**src/hw/rtl/rks80_pkg.sv**
```systemverilog
// Shared types, constants and round function for the RECTANGLE-80 key schedule.
`timescale 1ns / 1ps

package rks80_pkg;

  localparam int ROUND_COUNT = 25;
  localparam int RND_W       = 5;
  localparam int ROW_W       = 16;
  localparam int FIFO_DEPTH  = 2;

  localparam logic [RND_W-1:0] ROUND_LAST = RND_W'(ROUND_COUNT);
  localparam logic [RND_W-1:0] RC_INIT    = RND_W'(1);

  typedef struct packed {
    logic [63:0]      rows_low;
    logic [ROW_W-1:0] row_top;
  } key_word_t;

  // Queue head as seen by the round engine.
  typedef struct packed {
    logic      valid;
    key_word_t key;
  } key_head_t;

  typedef logic [ROW_W-1:0] row_t;
  typedef row_t [4:0]       key_rows_t;

  localparam logic [3:0] SBOX [16] = '{
    4'h6, 4'h5, 4'hC, 4'hA, 4'h1, 4'hE, 4'h7, 4'h9,
    4'hB, 4'h0, 4'h3, 4'hD, 4'h8, 4'hF, 4'h4, 4'h2
  };

  function automatic row_t rotl(input row_t v, input int s);
    row_t res;
    res = (v << s) | (v >> (ROW_W - s));
    return res;
  endfunction

  function automatic logic [RND_W-1:0] lfsr_step(input logic [RND_W-1:0] rc);
    logic [RND_W-1:0] res;
    res = {rc[3:0], rc[4] ^ rc[2]};
    return res;
  endfunction

  // One round update: S-box on columns 0..3, row mixing, round constant.
  function automatic key_rows_t round_update(input key_rows_t k,
                                             input logic [RND_W-1:0] rc);
    key_rows_t  s;
    key_rows_t  m;
    logic [3:0] nib;
    logic [3:0] sub;
    s = k;
    for (int col = 0; col < 4; col++) begin
      nib = {k[3][col], k[2][col], k[1][col], k[0][col]};
      sub = SBOX[nib];
      for (int r = 0; r < 4; r++) begin
        s[r][col] = sub[r];
      end
    end
    m[0] = rotl(s[0], 8) ^ s[1];
    m[1] = s[2];
    m[2] = s[3];
    m[3] = rotl(s[3], 12) ^ s[4];
    m[4] = s[0];
    m[0] = m[0] ^ {{(ROW_W-RND_W){1'b0}}, rc};
    return m;
  endfunction

endpackage

```
**src/hw/rtl/rks80_key_fifo.sv**
```systemverilog
// Front end: two-entry queue of master keys ahead of the round engine.
`timescale 1ns / 1ps

module rks80_key_fifo (
  input  logic                clk,
  input  logic                rst_n,
  input  logic                push,
  output logic                full,
  input  rks80_pkg::key_word_t in_key,
  output rks80_pkg::key_head_t head,
  input  logic                take
);

  rks80_pkg::key_word_t mem_r [rks80_pkg::FIFO_DEPTH];
  logic       wr_ptr_r, wr_ptr_nxt;
  logic       rd_ptr_r, rd_ptr_nxt;
  logic [1:0] count_r, count_nxt;
  logic       do_push, do_pop;

  assign full       = (count_r == 2'(rks80_pkg::FIFO_DEPTH));
  assign do_push    = push && !full;
  assign do_pop     = take && (count_r != 2'd0);
  assign head.valid = (count_r != 2'd0);
  assign head.key   = mem_r[rd_ptr_r];

  always_comb begin
    wr_ptr_nxt = wr_ptr_r ^ do_push;
    rd_ptr_nxt = rd_ptr_r ^ do_pop;
    count_nxt  = count_r + {1'b0, do_push} - {1'b0, do_pop};
  end

  always_ff @(posedge clk) begin
    if (!rst_n) begin
      wr_ptr_r <= 1'b0;
      rd_ptr_r <= 1'b0;
      count_r  <= 2'd0;
    end else begin
      wr_ptr_r <= wr_ptr_nxt;
      rd_ptr_r <= rd_ptr_nxt;
      count_r  <= count_nxt;
    end
  end

  always_ff @(posedge clk) begin
    if (do_push) begin
      mem_r[wr_ptr_r] <= in_key;
    end
  end

  a_count_bound: assert property (@(posedge clk) disable iff (!rst_n)
    count_r <= 2'(rks80_pkg::FIFO_DEPTH))
    else $error("key queue count overflow");

  a_ptr_gap: assert property (@(posedge clk) disable iff (!rst_n)
    (count_r == 2'd0 || count_r == 2'd2) |-> (wr_ptr_r == rd_ptr_r))
    else $error("key queue pointers disagree with count");

  a_take_valid: assert property (@(posedge clk) disable iff (!rst_n)
    take |-> head.valid)
    else $error("key taken from empty queue");

endmodule

```
**src/hw/rtl/rks80_round_engine.sv**
```systemverilog
// Back end: runs the round update, one round key word per cycle unless pop stalls, into an output word register.
`timescale 1ns / 1ps

module rks80_round_engine (
  input  logic                 clk,
  input  logic                 rst_n,
  input  rks80_pkg::key_head_t head,
  output logic                 take,
  output logic                 empty,
  input  logic                 pop,
  output logic [63:0]          round_key,
  output logic [rks80_pkg::RND_W-1:0] round_index,
  output logic                 last_key
);

  localparam logic ST_IDLE = 1'b0;
  localparam logic ST_RUN  = 1'b1;

  logic state_r, state_nxt;
  rks80_pkg::key_rows_t         rows_r, rows_nxt;
  logic [rks80_pkg::RND_W-1:0]  cnt_r, cnt_nxt;
  logic [rks80_pkg::RND_W-1:0]  rc_r, rc_nxt;
  logic                         out_valid_r, out_valid_nxt;
  logic [63:0]                  out_key_r;
  logic [rks80_pkg::RND_W-1:0]  out_idx_r;
  logic                         out_last_r;
  logic                         advance, emit, at_last, load;

  assign advance = !out_valid_r || pop;
  assign at_last = (cnt_r == rks80_pkg::ROUND_LAST);
  assign emit    = advance && (state_r == ST_RUN);
  // Load a new key when idle, or right behind the final word of a run.
  assign load    = advance && head.valid && ((state_r == ST_IDLE) || at_last);
  assign take    = load;

  always_comb begin
    state_nxt     = state_r;
    rows_nxt      = rows_r;
    cnt_nxt       = cnt_r;
    rc_nxt        = rc_r;
    out_valid_nxt = out_valid_r && !pop;
    if (emit) begin
      out_valid_nxt = 1'b1;
      rows_nxt      = rks80_pkg::round_update(rows_r, rc_r);
      rc_nxt        = rks80_pkg::lfsr_step(rc_r);
      cnt_nxt       = cnt_r + 1'b1;
      if (at_last) begin
        state_nxt = ST_IDLE;
      end
    end
    if (load) begin
      state_nxt = ST_RUN;
      rows_nxt  = {head.key.row_top, head.key.rows_low};
      cnt_nxt   = '0;
      rc_nxt    = rks80_pkg::RC_INIT;
    end
  end

  always_ff @(posedge clk) begin
    if (!rst_n) begin
      state_r     <= ST_IDLE;
      cnt_r       <= '0;
      rc_r        <= rks80_pkg::RC_INIT;
      out_valid_r <= 1'b0;
    end else begin
      state_r     <= state_nxt;
      cnt_r       <= cnt_nxt;
      rc_r        <= rc_nxt;
      out_valid_r <= out_valid_nxt;
    end
  end

  always_ff @(posedge clk) begin
    rows_r <= rows_nxt;
    if (emit) begin
      out_key_r  <= {rows_r[3], rows_r[2], rows_r[1], rows_r[0]};
      out_idx_r  <= cnt_r;
      out_last_r <= at_last;
    end
  end

  assign empty       = !out_valid_r;
  assign round_key   = out_key_r;
  assign round_index = out_idx_r;
  assign last_key    = out_last_r;

  a_last_index: assert property (@(posedge clk) disable iff (!rst_n)
    (out_valid_r && out_last_r) |-> (out_idx_r == rks80_pkg::ROUND_LAST))
    else $error("last word carries wrong round index");

  a_rc_nonzero: assert property (@(posedge clk) disable iff (!rst_n)
    rc_r != '0)
    else $error("round constant register stuck at zero");

  a_run_step: assert property (@(posedge clk) disable iff (!rst_n)
    (emit && !at_last) |=> (cnt_r == $past(cnt_r) + 1'b1) && (state_r == ST_RUN))
    else $error("round counter failed to advance");

  a_load_start: assert property (@(posedge clk) disable iff (!rst_n)
    load |=> (cnt_r == '0) && (rc_r == rks80_pkg::RC_INIT))
    else $error("new key did not restart schedule");

endmodule

```
**src/hw/rtl/rectangle80_key_schedule_unit.sv**
```systemverilog
// A loaded key goes first into the round-state register rows_r, then into the output register.
// Throughput: one round key word per cycle while pop keeps up, 26 words per master key, back to back;
// the next key loads in the cycle that emits the final word of the current run.
// A two-entry key queue takes new keys while the engine runs.
// Reset: synchronous active-low rst_n empties the queue and the output register.
`timescale 1ns / 1ps

module rectangle80_key_schedule_unit (
  input  logic        clk,
  input  logic        rst_n,
  input  logic        push,
  output logic        full,
  input  logic [63:0] in_key_rows_low,
  input  logic [15:0] in_key_row_top,
  output logic        empty,
  input  logic        pop,
  output logic [63:0] out_round_key,
  output logic [4:0]  out_round_index,
  output logic        out_last_key
);

  rks80_pkg::key_word_t in_key;
  rks80_pkg::key_head_t head;
  logic                 take;

  assign in_key.rows_low = in_key_rows_low;
  assign in_key.row_top  = in_key_row_top;

  rks80_key_fifo u_front (
    .clk    (clk),
    .rst_n  (rst_n),
    .push   (push),
    .full   (full),
    .in_key (in_key),
    .head   (head),
    .take   (take)
  );

  rks80_round_engine u_back (
    .clk         (clk),
    .rst_n       (rst_n),
    .head        (head),
    .take        (take),
    .empty       (empty),
    .pop         (pop),
    .round_key   (out_round_key),
    .round_index (out_round_index),
    .last_key    (out_last_key)
  );

endmodule

```
**config.mk**
```make
export PLATFORM = sky130hd
export DESIGN_NAME = rectangle80_key_schedule_unit
export DESIGN_NICKNAME = d
export VERILOG_FILES = /design/src/hw/rtl/rks80_pkg.sv /design/src/hw/rtl/rks80_key_fifo.sv /design/src/hw/rtl/rks80_round_engine.sv /design/src/hw/rtl/rectangle80_key_schedule_unit.sv
export SDC_FILE = /design/constraint.sdc
export NUM_CORES = 1
export LEC_CHECK = 0
export BUFFER_PORTS_ARGS = -buffer_cell sky130_fd_sc_hd__buf_2
export CAP_MARGIN = 20
export CORE_MARGIN = 3
export CORE_UTILIZATION = 45
export DETAILED_ROUTE_END_ITERATION = 16
export GPL_TIMING_DRIVEN = 0
export PLACE_DENSITY = 0.78
export SLEW_MARGIN = 25
export SYNTH_ARGS = -nofsm -noshare
export SYNTH_HDL_FRONTEND = slang
export SYNTH_SLANG_ARGS = --single-unit
```
**constraint.sdc**
```tcl
create_clock -name clk -period 3.4 [get_ports clk]
set_clock_uncertainty 0.1 [all_clocks]
set_input_delay 0.51 -clock clk [delete_from_list [all_inputs] [get_ports clk]]
set_output_delay 0.51 -clock clk [all_outputs]
set_load 0.01 [all_outputs]
```
==> results.toml <==
[critical_path]
crit_chain = "ha_1 -> nand4b_4 -> a211o_1 -> buf_6 -> clkinv_2 -> buf_4 -> ha_1 -> inv_1 -> ha_1 -> xnor2_1 -> xnor2_1 -> and2_1"
reg2reg_depth = 12
required_ns = 3.69
worstPathArrival_ns = 3.06
cp-start-kind = "flip-flop"
cp.depth = 12
critPathCaptureType = "flip-flop"
cpMostUsedCell = "ha_1"
worst-path-buf-inv = 4
cp_slowest_cell = "dfxtp_1"
cp_max_fo = 10
crit_type = "reg -> reg"
worst_path_dominant_cell_family = "adder cells"
cpPeakStageDelay_ns = 0.41

[timing]
timing.fmax_mhz = 361.8
tns_ns = 0
holdWs_ns = 0.08990
finalHoldViolCount = 0
slew_viol_final = 0
tightest_slew_ns = 0.8968
final.period_utilization_pct = 81.28
rsz0062_at_grt = "no"
min_period_ns = 2.764
max_slew_margin_pct = 40.21
setup_violations = 0

[die]
die_h_um = 174.8
start_util_pct = 45.92
core_um2 = 27930
rows = 61
die_w_um = 174.8
io_pins = 156
die_area_um2 = 30570

[global_route]
grt_pass1_wl_um = 42160
grt_max_degree = 64
grt_remaining_overflow = 0
grt.total_usage_pct = 18.50
antenna_found_initial = 10
grt_pass1_vias = 7163

[clock_tree]
ctsHoldBuffers = 0
clk_latency_ns = 0.51
htree_levels = 2
cts_setup_buffers = 0
clockBufferDepth = 3
cts_root_buf = "clkbuf_16"
cts.repair.resized = 0
cts-buffers-inserted = 34
cts_tree = "done"
cts.clk_slew.worst_paths_ns = 0.06
cts_sinks = 327

[power]
finalPower_uw = 15040
powerDensity_nw_per_um2 = 978.0
p_int_uw = 10070
p_leak_uw = 0.005663
ir_worst_vdd_v = 0.0004904
power.share.clock_pct = 24.5
p_sw_uw = 4975
comb_power_share_pct = 29.4
switching_share_pct = 33.08
p_seq_share_pct = 46.1

[route]
viasPerCell = 5.250
routed_wl_um = 28590
via_count = 7382
ant_nets = 0
drc_errors = 0
first_pass_iters = 4
routedWlPerCell_um = 20.33
drtIter0Drc = 634

[synth]
synth.ff_latch_count = 327
yosysWarnings = 0
synth_common_cells = "310 x edfxtp_1, 76 x nand2_1, 71 x mux2i_1"
synth_top_area_share_pct = 72.56
yosysMostFrequentCell = "edfxtp_1"
syn_nets = 914
ys_seq_area_share_pct = 75.22
synthFlopType = "edfxtp_1"
synth_area_um2 = 12830
syn_inst = 802
synth-edff-count = 310
synth_top_area_cell = "edfxtp_1"
ys_types = 39
synth_area_leaders = "edfxtp_1 73%, mux2i_1 5.5%, ha_1 2.7%"
avgSynthCellArea_um2 = 16.00
async_flop_share_pct = 0

[placed_design]
dp_hpwl_um = 19590
dpl_cell_area_um2 = 14240
gp_congestion = 0.8030
io_buffer_count = 155

[cells_and_area]
post-route-util_pct = 55.05
n_fill_cell = 2254
areaGrowthSynthToFinish_pct = 19.88
design_area_um2 = 15380
nets = 1110
drive_gt1_share_pct = 23.26

[worst_hold_path]
min_path_cells = 1
hold_path_class = "in -> reg"

[run]
cap_viol_max_count = 0

[run_status]
status = "finished, final reports clean"
-- state kept, by name, summed over array words and instances (netlist names), named ones only --
register            cells
u_front.mem_r         160
u_back.state_r          1
u_front.count_r         2
u_back.out_valid_r      1
u_back.round_key       64
u_back.rows_r          80
u_back.rc_r             5
u_back.last_key         1
u_back.cnt_r            5
u_front.wr_ptr_r        1
u_front.rd_ptr_r        1
u_back.round_index      5
-- cells by family (layout without fill, tap and decap cells) --
| kind of cell | count (synthesis) | after routing | share of synthesized area (%) |
|---|---|---|---|
| fa+ha+maj | 28 | 28 | 2.731 |
| flops | 327 | 327 | 75.22 |
| xor+xnor | 43 | 43 | 2.936 |
| buf+inv | 54 | 275 | 2.038 |
| simple gates | 147 | 147 | 5.462 |
| compound gates | 131 | 131 | 5.989 |
| other cells | 0 | 5 | 0 |
| mux | 72 | 72 | 5.628 |
-- metal layers --
metal,vias to the layer above,GRT usage [%],wire length (um)
li1,3394,-,-
met1,3603,24.41,11270
met2,316,30.65,14110
met3,57,4.150,2403
met4,12,6.117,740
met5,-,0,62
-- path summary, 6_finish.rpt --
| path | slack [ns] | start | endpoint |
|---|---|---|---|
| min | 0.09 | in_key_rows_low[36] | u_front.mem_r[0][52]$_DFFE_PP_ |
| max reg2reg | 0.64 | u_back.cnt_r[0]$_SDFFE_PP0P_ | u_front.count_r[1]$_SDFF_PN0_ |
| max | 0.64 | u_back.cnt_r[0]$_SDFFE_PP0P_ | u_front.count_r[1]$_SDFF_PN0_ |
| min reg2reg | 0.34 | u_back.rows_r[33]$_DFFE_PP_ | u_back.round_key[33]$_DFFE_PP_ |
-- layout by cell type (no fill, tap or decap), types with 14 or more instances in the layout --
cell / count
clkbuf_1: 17
nand2_1: 75
inv_1: 18
a211oi_1: 17
o21ai_1: 49
a21oi_1: 14
buf_2: 168
nor2_1: 15
ha_1: 26
clkbuf_16: 37
o21ai_0: 24
xor2_1: 23
xnor2_1: 20
nor2b_1: 23
mux2i_1: 71
dfxtp_1: 17
edfxtp_1: 310
-- stage by stage --
step / setup slack, ns / cells
floorplan: 0.1415 / 802
global placement: -1.195 / 1335
detailed placement: 0.6268 / 1340
CTS: 0.6166 / 1401
global route: 0.4593 / 1405
finish: 0.6364 / 1406
-- final cells by class --
type,instances,area [um2],area share (%)
Sequential cell,327,9649,62.75
Multi-Input combinational cell,421,2950,19.18
Clock buffer,41,940.9,6.118
Buffer,34,185.2,1.204
Antenna cell,5,12.51,0.08136
Timing Repair Buffer,160,905.9,5.890
Clock inverter,20,180.2,1.172
Tap cell,378,473.0,3.075
Inverter,20,81.33,0.5288
-- power groups by stage --
stage                     registers, uW  logic (uW)  clock network, uW
after detailed placement           7010        4420                  0
after global placement             7090        4100                  0
after floorplan                    6880        2800                  0
after CTS                          6940        4450               3760
after global routing               7040        4900               3930
final                              6930        4420               3690
Power figures use the tool's default switching activity.
